===== src/rtl/lsmt_pkg.sv =====
// Package for the scanline and mode timer: timing constants, mode codes,
// state and result structures. No dependencies.

package lsmt_pkg;

  localparam int LINE_CYCLES   = 456;
  localparam int VISIBLE_LINES = 144;
  localparam int LAST_LINE     = 153;

  localparam int ACC_W  = 10;
  localparam int LINE_W = 8;
  localparam int CYC_W  = 8;

  localparam logic [ACC_W-1:0] ACC_MAX = {ACC_W{1'b1}};

  typedef enum logic [1:0] {
    MODE_HBLANK = 2'd0,
    MODE_VBLANK = 2'd1,
    MODE_OAM    = 2'd2,
    MODE_DRAW   = 2'd3
  } mode_t;

  typedef struct packed {
    logic [ACC_W-1:0]  acc;
    mode_t             mode;
    logic [LINE_W-1:0] line;
    logic              match;
  } lsmt_state_t;

  typedef struct packed {
    logic [1:0]        mode;
    logic [LINE_W-1:0] line;
    logic              line_match;
    logic              stat_interrupt;
    logic              vblank_interrupt;
    logic              line_drawn;
    logic [LINE_W-1:0] drawn_line;
  } lsmt_result_t;

endpackage


===== src/rtl/lsmt_if.sv =====
// Valid/ready channel interfaces for the scanline and mode timer.
// Depends on lsmt_pkg for field widths.

interface lsmt_item_if;
  import lsmt_pkg::*;

  logic              valid;
  logic              ready;
  logic [CYC_W-1:0]  cycles;
  logic              ppu_enable;
  logic [LINE_W-1:0] compare_line;
  logic              compare_int_select;
  logic              hblank_int_select;
  logic              vblank_int_select;
  logic              oam_int_select;

  modport source (output valid, cycles, ppu_enable, compare_line, compare_int_select,
                  hblank_int_select, vblank_int_select, oam_int_select,
                  input ready);
  modport sink (input valid, cycles, ppu_enable, compare_line, compare_int_select,
                hblank_int_select, vblank_int_select, oam_int_select,
                output ready);
endinterface

interface lsmt_result_if;
  import lsmt_pkg::*;

  logic              valid;
  logic              ready;
  logic [1:0]        mode;
  logic [LINE_W-1:0] line;
  logic              line_match;
  logic              stat_interrupt;
  logic              vblank_interrupt;
  logic              line_drawn;
  logic [LINE_W-1:0] drawn_line;

  modport source (output valid, mode, line, line_match, stat_interrupt,
                  vblank_interrupt, line_drawn, drawn_line,
                  input ready);
  modport sink (input valid, mode, line, line_match, stat_interrupt,
                vblank_interrupt, line_drawn, drawn_line,
                output ready);
endinterface


===== src/rtl/lsmt_step.sv =====
// Next-state logic of the scanline and mode timer for one transfer.
// Depends on lsmt_pkg.

module lsmt_step (
  input  lsmt_pkg::lsmt_state_t      cur,
  input  logic [lsmt_pkg::CYC_W-1:0] cycles,
  input  logic                       ppu_enable,
  input  logic [lsmt_pkg::LINE_W-1:0] compare_line,
  input  logic                       compare_int_select,
  input  logic                       hblank_int_select,
  input  logic                       vblank_int_select,
  input  logic                       oam_int_select,
  output lsmt_pkg::lsmt_state_t      nxt,
  output lsmt_pkg::lsmt_result_t     res
);
  import lsmt_pkg::*;

  logic [ACC_W:0]    sum_wide;
  logic [ACC_W-1:0]  sum_sat;
  logic              line_step;
  logic [LINE_W:0]   line_inc;
  mode_t             mode_work;
  logic [LINE_W-1:0] line_work;
  logic              stat_irq;
  logic              vblank_irq;
  logic              drawn;

  assign sum_wide  = {1'b0, cur.acc} + (ACC_W+1)'(cycles);
  assign sum_sat   = sum_wide[ACC_W] ? ACC_MAX : sum_wide[ACC_W-1:0];
  assign line_step = sum_sat >= ACC_W'(LINE_CYCLES);
  assign line_inc  = {1'b0, cur.line} + (LINE_W+1)'(1);

  always_comb begin
    mode_work  = cur.mode;
    line_work  = cur.line;
    stat_irq   = 1'b0;
    vblank_irq = 1'b0;
    drawn      = 1'b0;
    nxt        = cur;
    if (ppu_enable && line_step) begin
      if (mode_work == MODE_OAM) begin
        mode_work = MODE_DRAW;
      end
      if (mode_work == MODE_DRAW) begin
        drawn     = 1'b1;
        mode_work = MODE_HBLANK;
        stat_irq  = hblank_int_select;
      end
      line_work = line_inc[LINE_W-1:0];
      if (mode_work == MODE_HBLANK) begin
        if (line_inc >= (LINE_W+1)'(VISIBLE_LINES)) begin
          mode_work  = MODE_VBLANK;
          vblank_irq = vblank_int_select;
        end else begin
          mode_work = MODE_OAM;
        end
      end else if (line_inc > (LINE_W+1)'(LAST_LINE)) begin
        line_work = '0;
        mode_work = MODE_OAM;
        stat_irq  = stat_irq | oam_int_select;
      end
      nxt.match = (line_work == compare_line);
      if (line_work == compare_line) begin
        stat_irq = stat_irq | compare_int_select;
      end
      nxt.acc  = sum_sat - ACC_W'(LINE_CYCLES);
      nxt.mode = mode_work;
      nxt.line = line_work;
    end else if (ppu_enable) begin
      nxt.acc = sum_sat;
    end
  end

  always_comb begin
    res.mode             = ppu_enable ? nxt.mode : MODE_HBLANK;
    res.line             = nxt.line;
    res.line_match       = nxt.match;
    res.stat_interrupt   = stat_irq;
    res.vblank_interrupt = vblank_irq;
    res.line_drawn       = drawn;
    res.drawn_line       = drawn ? cur.line : '0;
  end

endmodule


===== src/rtl/lcd_scanline_mode_timer.sv =====
// Scanline and mode timer, top level: state and result registers around lsmt_step.
// Depends on lsmt_pkg, lsmt_if.sv and lsmt_step.
//
//   Channel  Direction  Carries
//   item     in         cycles, enable, compare line, four interrupt selects
//   result   out        mode, line, match, interrupts, drawn line
//
// One item per cycle while the result is not stalled; its result is registered and offered on the next cycle.
// The timing state lives in a single register updated on every item transfer.
// Synchronous reset clears the state to line 0, horizontal blank, empty count.
// A stalled result holds the result register; items are taken while the result
// register is empty or being emptied in the same cycle.

module lcd_scanline_mode_timer (
  input logic          clk,
  input logic          rst,
  lsmt_item_if.sink    item,
  lsmt_result_if.source result
);
  import lsmt_pkg::*;

  lsmt_state_t  state;
  lsmt_state_t  state_next;
  lsmt_result_t res_next;
  lsmt_result_t res;
  logic         out_valid;
  logic         take;

  assign item.ready = !out_valid || result.ready;
  assign take       = item.valid && item.ready;

  lsmt_step u_step (
    .cur                (state),
    .cycles             (item.cycles),
    .ppu_enable         (item.ppu_enable),
    .compare_line       (item.compare_line),
    .compare_int_select (item.compare_int_select),
    .hblank_int_select  (item.hblank_int_select),
    .vblank_int_select  (item.vblank_int_select),
    .oam_int_select     (item.oam_int_select),
    .nxt                (state_next),
    .res                (res_next)
  );

  always_ff @(posedge clk) begin
    if (rst) begin
      state     <= '{acc: '0, mode: MODE_HBLANK, line: '0, match: 1'b0};
      out_valid <= 1'b0;
    end else begin
      if (take) begin
        state     <= state_next;
        out_valid <= 1'b1;
      end else if (result.ready) begin
        out_valid <= 1'b0;
      end
    end
  end

  always_ff @(posedge clk) begin
    if (take) begin
      res <= res_next;
    end
  end

  assign result.valid            = out_valid;
  assign result.mode             = res.mode;
  assign result.line             = res.line;
  assign result.line_match       = res.line_match;
  assign result.stat_interrupt   = res.stat_interrupt;
  assign result.vblank_interrupt = res.vblank_interrupt;
  assign result.line_drawn       = res.line_drawn;
  assign result.drawn_line       = res.drawn_line;

  a_line_range: assert property (@(posedge clk) disable iff (rst)
    state.line <= LINE_W'(LAST_LINE))
    else $error("line counter beyond the last line");

  a_acc_range: assert property (@(posedge clk) disable iff (rst)
    state.acc <= ACC_MAX - ACC_W'(LINE_CYCLES))
    else $error("cycle accumulator out of range");

  a_vblank_mode: assert property (@(posedge clk) disable iff (rst)
    out_valid && res.vblank_interrupt |-> res.mode == MODE_VBLANK)
    else $error("vblank interrupt outside vertical blank");

  a_drawn_visible: assert property (@(posedge clk) disable iff (rst)
    out_valid && res.line_drawn |-> res.drawn_line < LINE_W'(VISIBLE_LINES))
    else $error("drawn line is not a visible line");

  a_stall_hold: assert property (@(posedge clk) disable iff (rst)
    out_valid && !result.ready |=> out_valid && $stable(res) && $stable(state))
    else $error("result or state changed while the result was stalled");

endmodule

===== src/flat_wrapper.sv =====
// flat-port wrapper written by rule: the top's interface ports become plain ports
module lcd_scanline_mode_timer_flat import lsmt_pkg::*;
  (clk, rst, item_valid, item_cycles, item_ppu_enable, item_compare_line, item_compare_int_select, item_hblank_int_select, item_vblank_int_select, item_oam_int_select, item_ready, result_valid, result_mode, result_line, result_line_match, result_stat_interrupt, result_vblank_interrupt, result_line_drawn, result_drawn_line, result_ready);
  lsmt_item_if item_i ();
  lsmt_result_if result_i ();
  input logic clk;
  input logic rst;
  input wire logic [$bits(item_i.valid)-1:0] item_valid;
  input wire logic [$bits(item_i.cycles)-1:0] item_cycles;
  input wire logic [$bits(item_i.ppu_enable)-1:0] item_ppu_enable;
  input wire logic [$bits(item_i.compare_line)-1:0] item_compare_line;
  input wire logic [$bits(item_i.compare_int_select)-1:0] item_compare_int_select;
  input wire logic [$bits(item_i.hblank_int_select)-1:0] item_hblank_int_select;
  input wire logic [$bits(item_i.vblank_int_select)-1:0] item_vblank_int_select;
  input wire logic [$bits(item_i.oam_int_select)-1:0] item_oam_int_select;
  output wire logic [$bits(item_i.ready)-1:0] item_ready;
  output wire logic [$bits(result_i.valid)-1:0] result_valid;
  output wire logic [$bits(result_i.mode)-1:0] result_mode;
  output wire logic [$bits(result_i.line)-1:0] result_line;
  output wire logic [$bits(result_i.line_match)-1:0] result_line_match;
  output wire logic [$bits(result_i.stat_interrupt)-1:0] result_stat_interrupt;
  output wire logic [$bits(result_i.vblank_interrupt)-1:0] result_vblank_interrupt;
  output wire logic [$bits(result_i.line_drawn)-1:0] result_line_drawn;
  output wire logic [$bits(result_i.drawn_line)-1:0] result_drawn_line;
  input wire logic [$bits(result_i.ready)-1:0] result_ready;
  assign item_i.valid = item_valid;
  assign item_i.cycles = item_cycles;
  assign item_i.ppu_enable = item_ppu_enable;
  assign item_i.compare_line = item_compare_line;
  assign item_i.compare_int_select = item_compare_int_select;
  assign item_i.hblank_int_select = item_hblank_int_select;
  assign item_i.vblank_int_select = item_vblank_int_select;
  assign item_i.oam_int_select = item_oam_int_select;
  assign item_ready = item_i.ready;
  assign result_valid = result_i.valid;
  assign result_mode = result_i.mode;
  assign result_line = result_i.line;
  assign result_line_match = result_i.line_match;
  assign result_stat_interrupt = result_i.stat_interrupt;
  assign result_vblank_interrupt = result_i.vblank_interrupt;
  assign result_line_drawn = result_i.line_drawn;
  assign result_drawn_line = result_i.drawn_line;
  assign result_i.ready = result_ready;
  lcd_scanline_mode_timer u_core (.clk(clk), .rst(rst), .item(item_i), .result(result_i));
endmodule

===== config.mk =====
export PLATFORM = sky130hd
export DESIGN_NAME = lcd_scanline_mode_timer_flat
export DESIGN_NICKNAME = d
export VERILOG_FILES = /design/src/rtl/lsmt_pkg.sv /design/src/rtl/lsmt_if.sv /design/src/rtl/lsmt_step.sv /design/src/rtl/lcd_scanline_mode_timer.sv /design/src/flat_wrapper.sv
export SDC_FILE = /design/constraint.sdc
export NUM_CORES = 1
export LEC_CHECK = 0
export BUFFER_PORTS_ARGS = -buffer_cell sky130_fd_sc_hd__buf_4
export CORE_ASPECT_RATIO = 1.5
export CORE_MARGIN = 2
export CORE_UTILIZATION = 40
export CTS_BUF_LIST = sky130_fd_sc_hd__clkbuf_8
export DETAILED_ROUTE_END_ITERATION = 12
export PLACE_DENSITY = 0.73
export SETUP_SLACK_MARGIN = 0.3
export SYNTH_ARGS = -nofsm -noshare
export SYNTH_HDL_FRONTEND = slang
export SYNTH_SLANG_ARGS = --single-unit

===== constraint.sdc =====
create_clock -name clk -period 3.8 [get_ports clk]
set_clock_uncertainty 0.15 [all_clocks]
set_input_delay 0.76 -clock clk [delete_from_list [all_inputs] [get_ports clk]]
set_output_delay 0.76 -clock clk [all_outputs]
set_load 0.05 [all_outputs]

==> impl_results.md, run 1 <==
* CTS tree: built
* Grt total ovfl at 0
* Max_cap viols at 0
* Reg2reg setup slack at 0.56 ns
* WS Path Type: in -> reg
* Outcome: completed
* Clk buf depth at 2
* First-pass GRT wire length at 13100 microns
* ANT nets after route at 0
* Ys async rst share at 0
* Layout cells sized above 1 at 0.236
* Final Wtd Congestion at 0.844
* HPWL after DPL at 5860 microns
* Total Wirelength at 7780 microns
* Count of final setup violators at 0
* Rel. slew slack at 0.611
* Layout area overhead at 19.5%
* Routed wire per std cell at 15.3 microns
* DRT iter0 DRCs at 345
* Pwr per Cell Area at 317 nW/um^2
* H-Tree Depth at 2
* Post-synthesis average cell area at 8.64 sq um
* RSZ-0062 raised after global routing: no
* Post-layout minimum cycle time at 3.32 ns
* Worst hold margin at 0.356 ns
* Slew @ Worst Pin at 0.583 ns
* Clock transition at the registers of the reported paths at 0.08 ns
* Total GRT Usage at 0.188
* Hold_buf cts at 0
* Ant diodes at 0
* WP data arrival at 3.40 ns
* Die area at 8640 sq um
* Hold Path Class: reg -> reg
* Cells after Synth at 366
* Crit-path cells: buf_4 -> ha_1 -> inv_1 -> fa_2 -> nor2b_2 -> o2111ai_2 -> a31o_2 -> nand2_1 -> and3_2 -> nor2_1 -> ha_2 -> a211oi_1 -> o21ai_1 -> or2_2 -> a311oi_1
* Vias after detailed routing at 2918
* Clock sinks at 44
* Post-synth top flop: edfxtp_1
* Mux cell area share after synthesis at 0.00990
* Hold Violations, Final at 0
* Fillers at 742
* Drt first pass iters at 4
* Residual DRC at 0
* Critical-path maximum fanout at 4
* Vias per inst at 5.73
* Vias in the first global route at 2856
* IR drop worst, VDD at 0.140 mV
* EDFF count, synth at 22
* CTS root buffer: clkbuf_8
* Starting Density at 0.413
* Cell variety after synth at 67
* Static Leak at 1.45 nW
* Max frequency at 0.301 GHz
* Fin cells at 509
* Die Span Y at 113 microns
* Simple-gate share of the synthesized area at 0.240
* Synth Net Count at 403
* Top Ports at 49
* Setup tns final at 0 ns
* Antenna violations before repair at 0
* Clk_lat worst skew at 0.31 ns
* Largest net degree at the start of global routing at 26
* Total core area at 7660 sq um
* Placed cells at 501
* Commonest non-fill, non-tap cell in the layout: buf_4
* Buffers added on ports at 48
* Slowest cell on crit path: fa_2
* Slew Viols, Final at 0
* Cts bufs inserted at 5
* Most frequent cells in the layout: buf_4 (62), nor2_1 (32), nand2_1 (22), edfxtp_1 (22)
* Critical path required time at 3.88 ns
* Synth Area in Compound Gates at 0.244
* Startpoint Class: input pin
* Period Utilization, post-route at 0.874
* Seq cells post-synth at 44
* Synth warn at 0
* Sequential share of the synthesized area at 0.348
* DIE WIDTH at 76.6 microns
* Adder-Cell Fraction of Synth Area at 0.0499
* Largest family of logic cells by synthesized area: compound AO/OA/AOI/OAI gates
* Crit path largest cell delay at 0.35 ns
* Core Rows at 39
* Worst Setup End Kind: flop
* Cell Area, Synth at 3160 sq um
* Nets at 443
* Xor and xnor area share after synthesis at 0.0443
## routing by layer
metal	vias up	GRT usage	routed length, microns
li1	1445	-	-
met1	1367	0.199	3030
met2	86	0.353	4150
met3	20	0.0311	362
met4	0	0.0994	235
met5	-	0	0
## final cells by class
class                      count  area (sq um)  share of cell area
clock inverter                 3          46.3              0.0123
inverter                      13          48.8              0.0129
timing repair buffer          63           485               0.129
multi-input combinational    279          1900               0.502
clock buffer                   5          68.8              0.0182
tap                          102           128              0.0338
sequential                    44          1100               0.292
## stage by stage
stage	total power [mW]	worst slack, ns	utilization	instance area, sq um
finish	1.20	0.479	0.493	3780
global route	1.25	0.297	0.493	3780
CTS	1.20	0.422	0.489	3750
detailed placement	0.832	0.0718	0.474	3630
global placement	0.826	0.158	0.474	3630
floorplan	0.736	0.302	-	3180
## power by group
group	internal, mW	switching [mW]
logic	0.119	0.178
clock network	0.198	0.170
registers	0.518	0.0129
## final timing paths
path,from,endpoint,cells after the start
worst max register to register,u_core.state[2],u_core.result.stat_interrupt,9
worst min register to register,u_core.state[15],u_core.state[15],2
worst min-delay path,u_core.state[15],u_core.state[15],2
worst max-delay path,item_cycles[0],u_core.state[20],15
## logic make-up (layout without fill, tap and decap cells)
kind of cell	Yosys count	after routing
flip-flops	44	44
multiplexers	3	3
buffers and inverters	43	84
AND/OR/NAND/NOR	140	140
XOR/XNOR	16	16
adder cells (fa/ha/maj)	12	12
AO/OA/AOI/OAI	108	108
## Yosys cell counts, types with 10 or more instances
master	instances	area [sq um]
a21oi_1	20	100
nand3_1	12	60.1
dfxtp_1	22	440
ha_1	11	138
nor2_1	32	120
and3_1	10	62.6
clkbuf_1	19	71.3
a211oi_1	11	82.6
nand2_1	22	82.6
inv_1	13	48.8
o21ai_0	22	110
edfxtp_1	22	661
## registers in the layout, indices dropped and copies added, names as in the netlist
register / cells
u_core.result.stat_interrupt: 1
u_core.result.valid: 1
u_core.result.line: 8
u_core.result.drawn_line: 8
u_core.result.vblank_interrupt: 1
u_core.result.line_match: 1
u_core.state: 21
u_core.result.mode: 2
u_core.result.line_drawn: 1
## critical path, delay by kind of cell
kind            cells  cell delay [ns]
fa+ha+maj           3             0.73
simple gates        5             0.81
compound gates      5             0.96
buf+inv             2             0.14
## what timing repair did
item,in CTS,in global routing
setup buffers,0,0
gates resized for setup,0,8
setup endpoints to repair,0,14
Power figures use the tool's default switching activity.
==> run 2: changes to the inputs <==
--- a/config.mk
+++ b/config.mk
@@ -5,13 +5,14 @@
 export SDC_FILE = /design/constraint.sdc
 export NUM_CORES = 1
 export LEC_CHECK = 0
+export ABC_AREA = 1
 export BUFFER_PORTS_ARGS = -buffer_cell sky130_fd_sc_hd__buf_4
 export CORE_ASPECT_RATIO = 1.5
 export CORE_MARGIN = 2
 export CORE_UTILIZATION = 40
 export CTS_BUF_LIST = sky130_fd_sc_hd__clkbuf_8
 export DETAILED_ROUTE_END_ITERATION = 12
-export PLACE_DENSITY = 0.73
+export PLACE_DENSITY = 0.74
 export SETUP_SLACK_MARGIN = 0.3
 export SYNTH_ARGS = -nofsm -noshare
 export SYNTH_HDL_FRONTEND = slang
==> run 2 against run 1 <==
Against the previous run:
- non-clock buffer count shrank 11
- core utilization is 0.79 points lower
- area after synthesis decreased by 12%
- sequential share of layout area increased by 4.2 points
- flip-flop and latch count stayed put
- sequential power is 6.4% higher
- combinational power increased by 36%
- worst setup slack better by 0.063 ns
- highest routed layer unchanged
==> impl_results.md, run 2 <==
* Hold Violations, Final at 0
* Clk_lat worst skew at 0.30 ns
* WS Path Type: in -> reg
* Synth warn at 0
* Cell variety after synth at 32
* CTS tree: built
* Final core occ at 0.485
* Mux cell area share after synthesis at 0
* Xor and xnor area share after synthesis at 0.0313
* Post-synthesis average cell area at 7.43 sq um
* Die area at 7680 sq um
* Cts bufs inserted at 5
* Drt first pass iters at 4
* Outcome: completed
* Critical-path maximum fanout at 17
* Simple-gate share of the synthesized area at 0.269
* Startpoint Class: input pin
* Count of final setup violators at 0
* Synth area leaders: edfxtp_1 (24%), dfxtp_1 (16%), nand2_1 (14%), inv_1 (8.5%), ha_1 (4.9%)
* Critical path required time at 3.70 ns
* Commonest cells post-synth: nand2_1 (103), inv_1 (63), nor2_1 (24)
* Post-layout minimum cycle time at 3.26 ns
* Most frequent cell after synthesis: nand2_1
* Adder-Cell Fraction of Synth Area at 0.0564
* Vias in the first global route at 2264
* DP Worst Slack at 0.239 ns
* Cell area after placement at 3220 sq um
* Post-synth top flop: edfxtp_1
* WP data arrival at 3.16 ns
* Hold path cells at 2
* Sequential share of the synthesized area at 0.394
* Capturing point of the worst reg2reg path: u_core.result.line[1]
* Clock transition at the registers of the reported paths at 0.08 ns
* Worst R2R Start: u_core.state[11]
* EDFF count, synth at 22
* Cell Area, Synth at 2790 sq um
* Max_cap viols at 0
* Grt total ovfl at 0
* Post-CTS setup buffer count at 0
* Setup tns final at 0 ns
* Top-area cell type share of the netlist area at 0.236
* Largest register FFs at 21
* Commonest non-fill, non-tap cell in the layout: nand2_1
* Post_cts resized at 0
* Final Wtd Congestion at 0.933
* Total GRT Usage at 0.161
* Layout area overhead at 18.1%
* Largest family of logic cells by synthesized area: simple AND/OR/NAND/NOR gates
* Reg2reg setup slack at 0.75 ns
* Hold Path Class: reg -> reg
* HPWL after DPL at 4660 microns
* Reg2reg path depth at 17
* Buffers added on ports at 48
* Clk buf depth at 2
* Hold_buf cts at 0
* Worst setup margin at 0.543 ns
* Area leader, netlist: edfxtp_1
* Starting Density at 0.411
* Top Ports at 49
* Seq cells post-synth at 44
* First-pass GRT wire length at 9830 microns
* Slew @ Worst Pin at 0.527 ns
* Max frequency at 0.307 GHz
* Antenna violations before repair at 0
* Vias per inst at 4.89
* DIE WIDTH at 72.2 microns
* Total core area at 6810 sq um
* Largest net degree at the start of global routing at 44
* Slew Viols, Final at 0
* RSZ-0062 raised after global routing: no
* Synth Area in Compound Gates at 0.135
* Rel. slew slack at 0.648
* Register name with the most flops: u_core.state
* Static Leak at 1.64 nW
* Vias after detailed routing at 2468
* Most frequent cells in the layout: nand2_1 (103), inv_1 (63), buf_4 (52)
* H-Tree Depth at 2
* Synth Net Count at 413
* Worst Setup End Kind: flop
* Pwr per Cell Area at 381 nW/um^2
* Min-delay src: u_core.state[18]
* Period Utilization, post-route at 0.857
* Final instance area at 3300 sq um
* CTS root buffer: clkbuf_8
* Layout cells sized above 1 at 0.199
* Total Wirelength at 6050 microns
* Core Rows at 37
* Die Span Y at 106 microns
* DRT iter0 DRCs at 150
* Hold EP: u_core.state[18]
* Cells after Synth at 376
* Nets at 463
* Routed wire per std cell at 12.0 microns
* IR drop worst, VDD at 0.162 mV
* ANT nets after route at 0
* Clock sinks at 44
* Ys async rst share at 0
* Ant diodes at 0
* Residual DRC at 0
==> run 2: cell types whose count changed after synthesis, moves of 8 or more <==
cell      before  now
a211oi_1      11    0
and2_1         9    0
and3_1        10    0
clkbuf_1      19    5
inv_1         13   63
nand2_1       22  103
nand3_1       12   21
nor2_1        32   24
o21ai_1        0   12
or3_1          8    0
==> run 2: cell families after synthesis <==
logic type               after synthesis
AO/OA/AOI/OAI                         64
XOR/XNOR                              10
adder cells (fa/ha/maj)               12
buffers and inverters                 77
flip-flops                            44
AND/OR/NAND/NOR                      169
==> run 2: report_power, final <==
group / total, mW / switching (mW) / internal [mW] / leakage, nW
clock network: 0.287 / 0.162 / 0.125 / 0.0453
registers: 0.565 / 0.0235 / 0.541 / 0.404
logic: 0.406 / 0.267 / 0.139 / 1.19
total: 1.26 / 0.453 / 0.805 / 1.64
==> run 2: final cells by class <==
cell class	instances	area [sq um]
multi-input combinational	255	1370
clock buffer	5	68.8
inverter	68	255
fill	633	3500
sequential	44	1100
clock inverter	3	13.8
timing repair buffer	52	390
tap	78	97.6
==> run 2: routing by layer <==
layer | GRT usage | routed length (microns) | vias to the layer above
li1 | - | - | 1291
met1 | 0.167 | 2350 | 1101
met2 | 0.309 | 3340 | 64
met3 | 0.0322 | 264 | 12
met4 | 0.0566 | 103 | 0
met5 | 0 | 0 | -
==> run 2: worst max path at each step <==
stage | to | slack, ns | startpoint | cells past startpoint
6_report | u_core.result.line[1] | 0.54 | item_cycles[0] | 18
3_5_place_dp | u_core.result.line[1] | 0.24 | item_cycles[0] | 18
4_1_cts | u_core.result.line[1] | 0.56 | item_cycles[0] | 18
5_1_grt | u_core.result.line[1] | 0.32 | item_cycles[0] | 18
3_3_place_gp | u_core.result.line[2] | 0.34 | item_cycles[0] | 18
2_1_floorplan | u_core.result.line[2] | 0.55 | item_cycles[0] | 18
==> run 2: metrics by stage <==
step | instances | hold slack [ns] | total power [mW]
6_report | 505 | 0.327 | 1.26
2_1_floorplan | 376 | 0.299 | 0.877
4_1_cts | 505 | 0.334 | 1.26
5_1_grt | 505 | 0.358 | 1.33
3_5_place_dp | 497 | 0.322 | 0.979
3_3_place_gp | 497 | 0.316 | 0.969
==> run 2: critical path, cell delays in order <==
cell	delay [ns]
buf_4	0.08
ha_1	0.15
inv_1	0.05
fa_1	0.40
nand3b_1	0.19
nand2_2	0.11
a21oi_4	0.07
o21ai_4	0.15
nand3_2	0.12
inv_2	0.09
nor2_1	0.07
nor2_2	0.19
nand3_2	0.13
nand2_2	0.12
buf_4	0.23
nand2_1	0.07
o21ai_1	0.11
inv_1	0.06
==> run 3: changes to the inputs <==
--- a/config.mk
+++ b/config.mk
@@ -12,6 +12,7 @@
 export CORE_UTILIZATION = 40
 export CTS_BUF_LIST = sky130_fd_sc_hd__clkbuf_8
 export DETAILED_ROUTE_END_ITERATION = 12
+export GPL_TIMING_DRIVEN = 0
 export PLACE_DENSITY = 0.74
 export SETUP_SLACK_MARGIN = 0.3
 export SYNTH_ARGS = -nofsm -noshare
==> run 3 against run 2 <==
Against the previous run:
- maximum frequency down 0.44%
- global-route usage up 2.1 points
- first-iteration DRC count up 49%
- die area unchanged
- non-clock buffer count up 7
- critical path depth up 1
- worst setup slack worse by 0.014 ns
- combinational power up 3%
- clock power up 31%
- routed wire length up 7.0%
- clock-buffer cell count up 1
- flip-flop and latch count unchanged
==> impl_results.md, run 3 (synthesis gave the netlist of run 2 again) <==
* First-pass GRT wire length at 10900 microns
* Largest net degree at the start of global routing at 32
* Worst Setup End Kind: flop
* ANT nets after route at 0
* Hold Path Class: reg -> reg
* Wire length on met3 at 290 microns
* Die area at 7680 sq um
* Vias per inst at 5.00
* CTS root buffer: clkbuf_8
* Multi-input gate area at 1390 sq um
* WL met2 at 3460 microns
* Starting Density at 0.411
* Max frequency at 0.306 GHz
* Count of final setup violators at 0
* Final Wtd Congestion at 0.870
* Max_cap viols at 0
* HPWL after DPL at 5040 microns
* Fillers at 672
* Total core area at 6810 sq um
* Period Utilization, post-route at 0.861
* Crit path depth at 19
* Most frequent cells in the layout: nand2_1 (102), inv_1 (63), buf_4 (50)
* Die Span Y at 106 microns
* Residual DRC at 0
* Vias after detailed routing at 2561
* Reg2reg path depth at 18
* Layout area overhead at 21.8%
* Outcome: completed
* Largest register FFs at 21
* Grt total ovfl at 0
* Final instance area at 3400 sq um
* IR drop worst, VDD at 0.127 mV
* WP data arrival at 3.18 ns
* Drt first pass iters at 4
* Reg area at 1100 sq um
* Crit path largest cell delay at 0.35 ns
* Cts bufs inserted at 5
* Commonest non-fill, non-tap cell in the layout: nand2_1
* DIE WIDTH at 72.2 microns
* Routed wire per std cell at 12.6 microns
* Layout cells sized above 1 at 0.210
* Vias in the first global route at 2495
* Critical-path maximum fanout at 10
* Crit-path cells: buf_4 -> ha_1 -> inv_1 -> fa_2 -> nand3b_1 -> nand2_2 -> a21oi_4 -> o21ai_4 -> nand3_4 -> inv_2 -> nor2_1 -> nor2_2 -> nand3_2 -> nand2_2 -> buf_6 -> buf_6 -> nand2_1 -> o21ai_1 -> inv_1
* Static Leak at 1.68 nW
* Nets at 470
* Antenna violations before repair at 0
* Clock transition at the registers of the reported paths at 0.09 ns
* Hold path cells at 2
* Hold Violations, Final at 0
* Setup tns final at 0 ns
* Post-layout minimum cycle time at 3.27 ns
* Crit path buffers/inverters at 6
* WS Path Type: in -> reg
* Slew Viols, Final at 0
* Clock sinks at 44
* Total GRT Usage at 0.182
* DRT iter0 DRCs at 224
* RSZ-0062 raised after global routing: no
* Total Wirelength at 6480 microns
* Max Used Layer: met4
* Slew @ Worst Pin at 0.733 ns
* Clk_lat worst skew at 0.31 ns
* Core Rows at 37
* Hold_buf cts at 0
* Clk buf depth at 2
* Pwr per Cell Area at 400 nW/um^2
* Startpoint Class: input pin
* Slowest cell on crit path: fa_2
* Buffers added on ports at 47
* Top Ports at 49
* H-Tree Depth at 2
* Ant diodes at 0
* Metal-1 WL at 2500 microns
* CP delay by family, top: simple AND/OR/NAND/NOR gates
* Rel. slew slack at 0.511
* Cell area after placement at 3250 sq um
* CTS tree: built
* Register name with the most flops: u_core.state
* Critical path required time at 3.71 ns
## run 3: changes by cell type in the layout (fill, tap and decap cells not counted)
cell / change
buf_6: +4
clkbuf_1: +4
buf_4: -2
clkinv_2: -2
bufinv_16: +1
clkbuf_2: +1
clkbuf_8: +1
fa_1: -1
fa_2: +1
nand2_1: -1
nand2_2: +1
nand3_1: -1
nand3_4: +1
## run 3: worst paths after layout
kind,startpoint,end,slack (ns)
worst max-delay path,item_cycles[0],u_core.result.line[2],0.53
worst min-delay path,u_core.state[18],u_core.state[18],0.34
worst max register to register,u_core.state[11],u_core.result.line[2],0.71
worst min register to register,u_core.state[18],u_core.state[18],0.34
## run 3: metal layers
metal / global-route usage / vias to the layer above
met3: 0.0351 / 18
met4: 0.105 / 0
met5: 0 / -
met2: 0.326 / 66
met1: 0.192 / 1166
li1: - / 1311
## run 3: worst min-delay path, stage by stage (launching register included)
cell,delay (ns)
dfxtp_1,0.33
nand2_1,0.06
a21oi_1,0.06
## run 3: stage by stage
stage | power [mW] | util | hold slack [ns] | cells | worst slack [ns]
2_1_floorplan | 0.877 | - | 0.299 | 376 | 0.546
3_3_place_gp | 0.974 | 0.477 | 0.318 | 501 | 0.145
3_5_place_dp | 0.984 | 0.477 | 0.321 | 501 | 0.102
4_1_cts | 1.36 | 0.494 | 0.339 | 509 | 0.430
5_1_grt | 1.44 | 0.500 | 0.388 | 512 | 0.292
6_report | 1.36 | 0.500 | 0.340 | 512 | 0.528
## run 3: power breakdown
part	internal, mW	total, mW	switching (mW)	leakage (nW)
combinational	0.147	0.419	0.273	1.22
clock	0.212	0.376	0.164	0.0588
sequential	0.541	0.565	0.0240	0.404
## run 3: final cells by class
type,count,area share
buffer,9,0.0191
clock buffer,6,0.0243
clock inverter,2,0.00993
inverter,68,0.0750
multi-input combinational,255,0.409
sequential,44,0.324
tap,78,0.0287
timing repair buffer,50,0.110
## run 3: timing repair
action	CTS	global route
endpoints found under the setup margin	0	15
buffers inserted	0	3
gates resized for setup	0	4
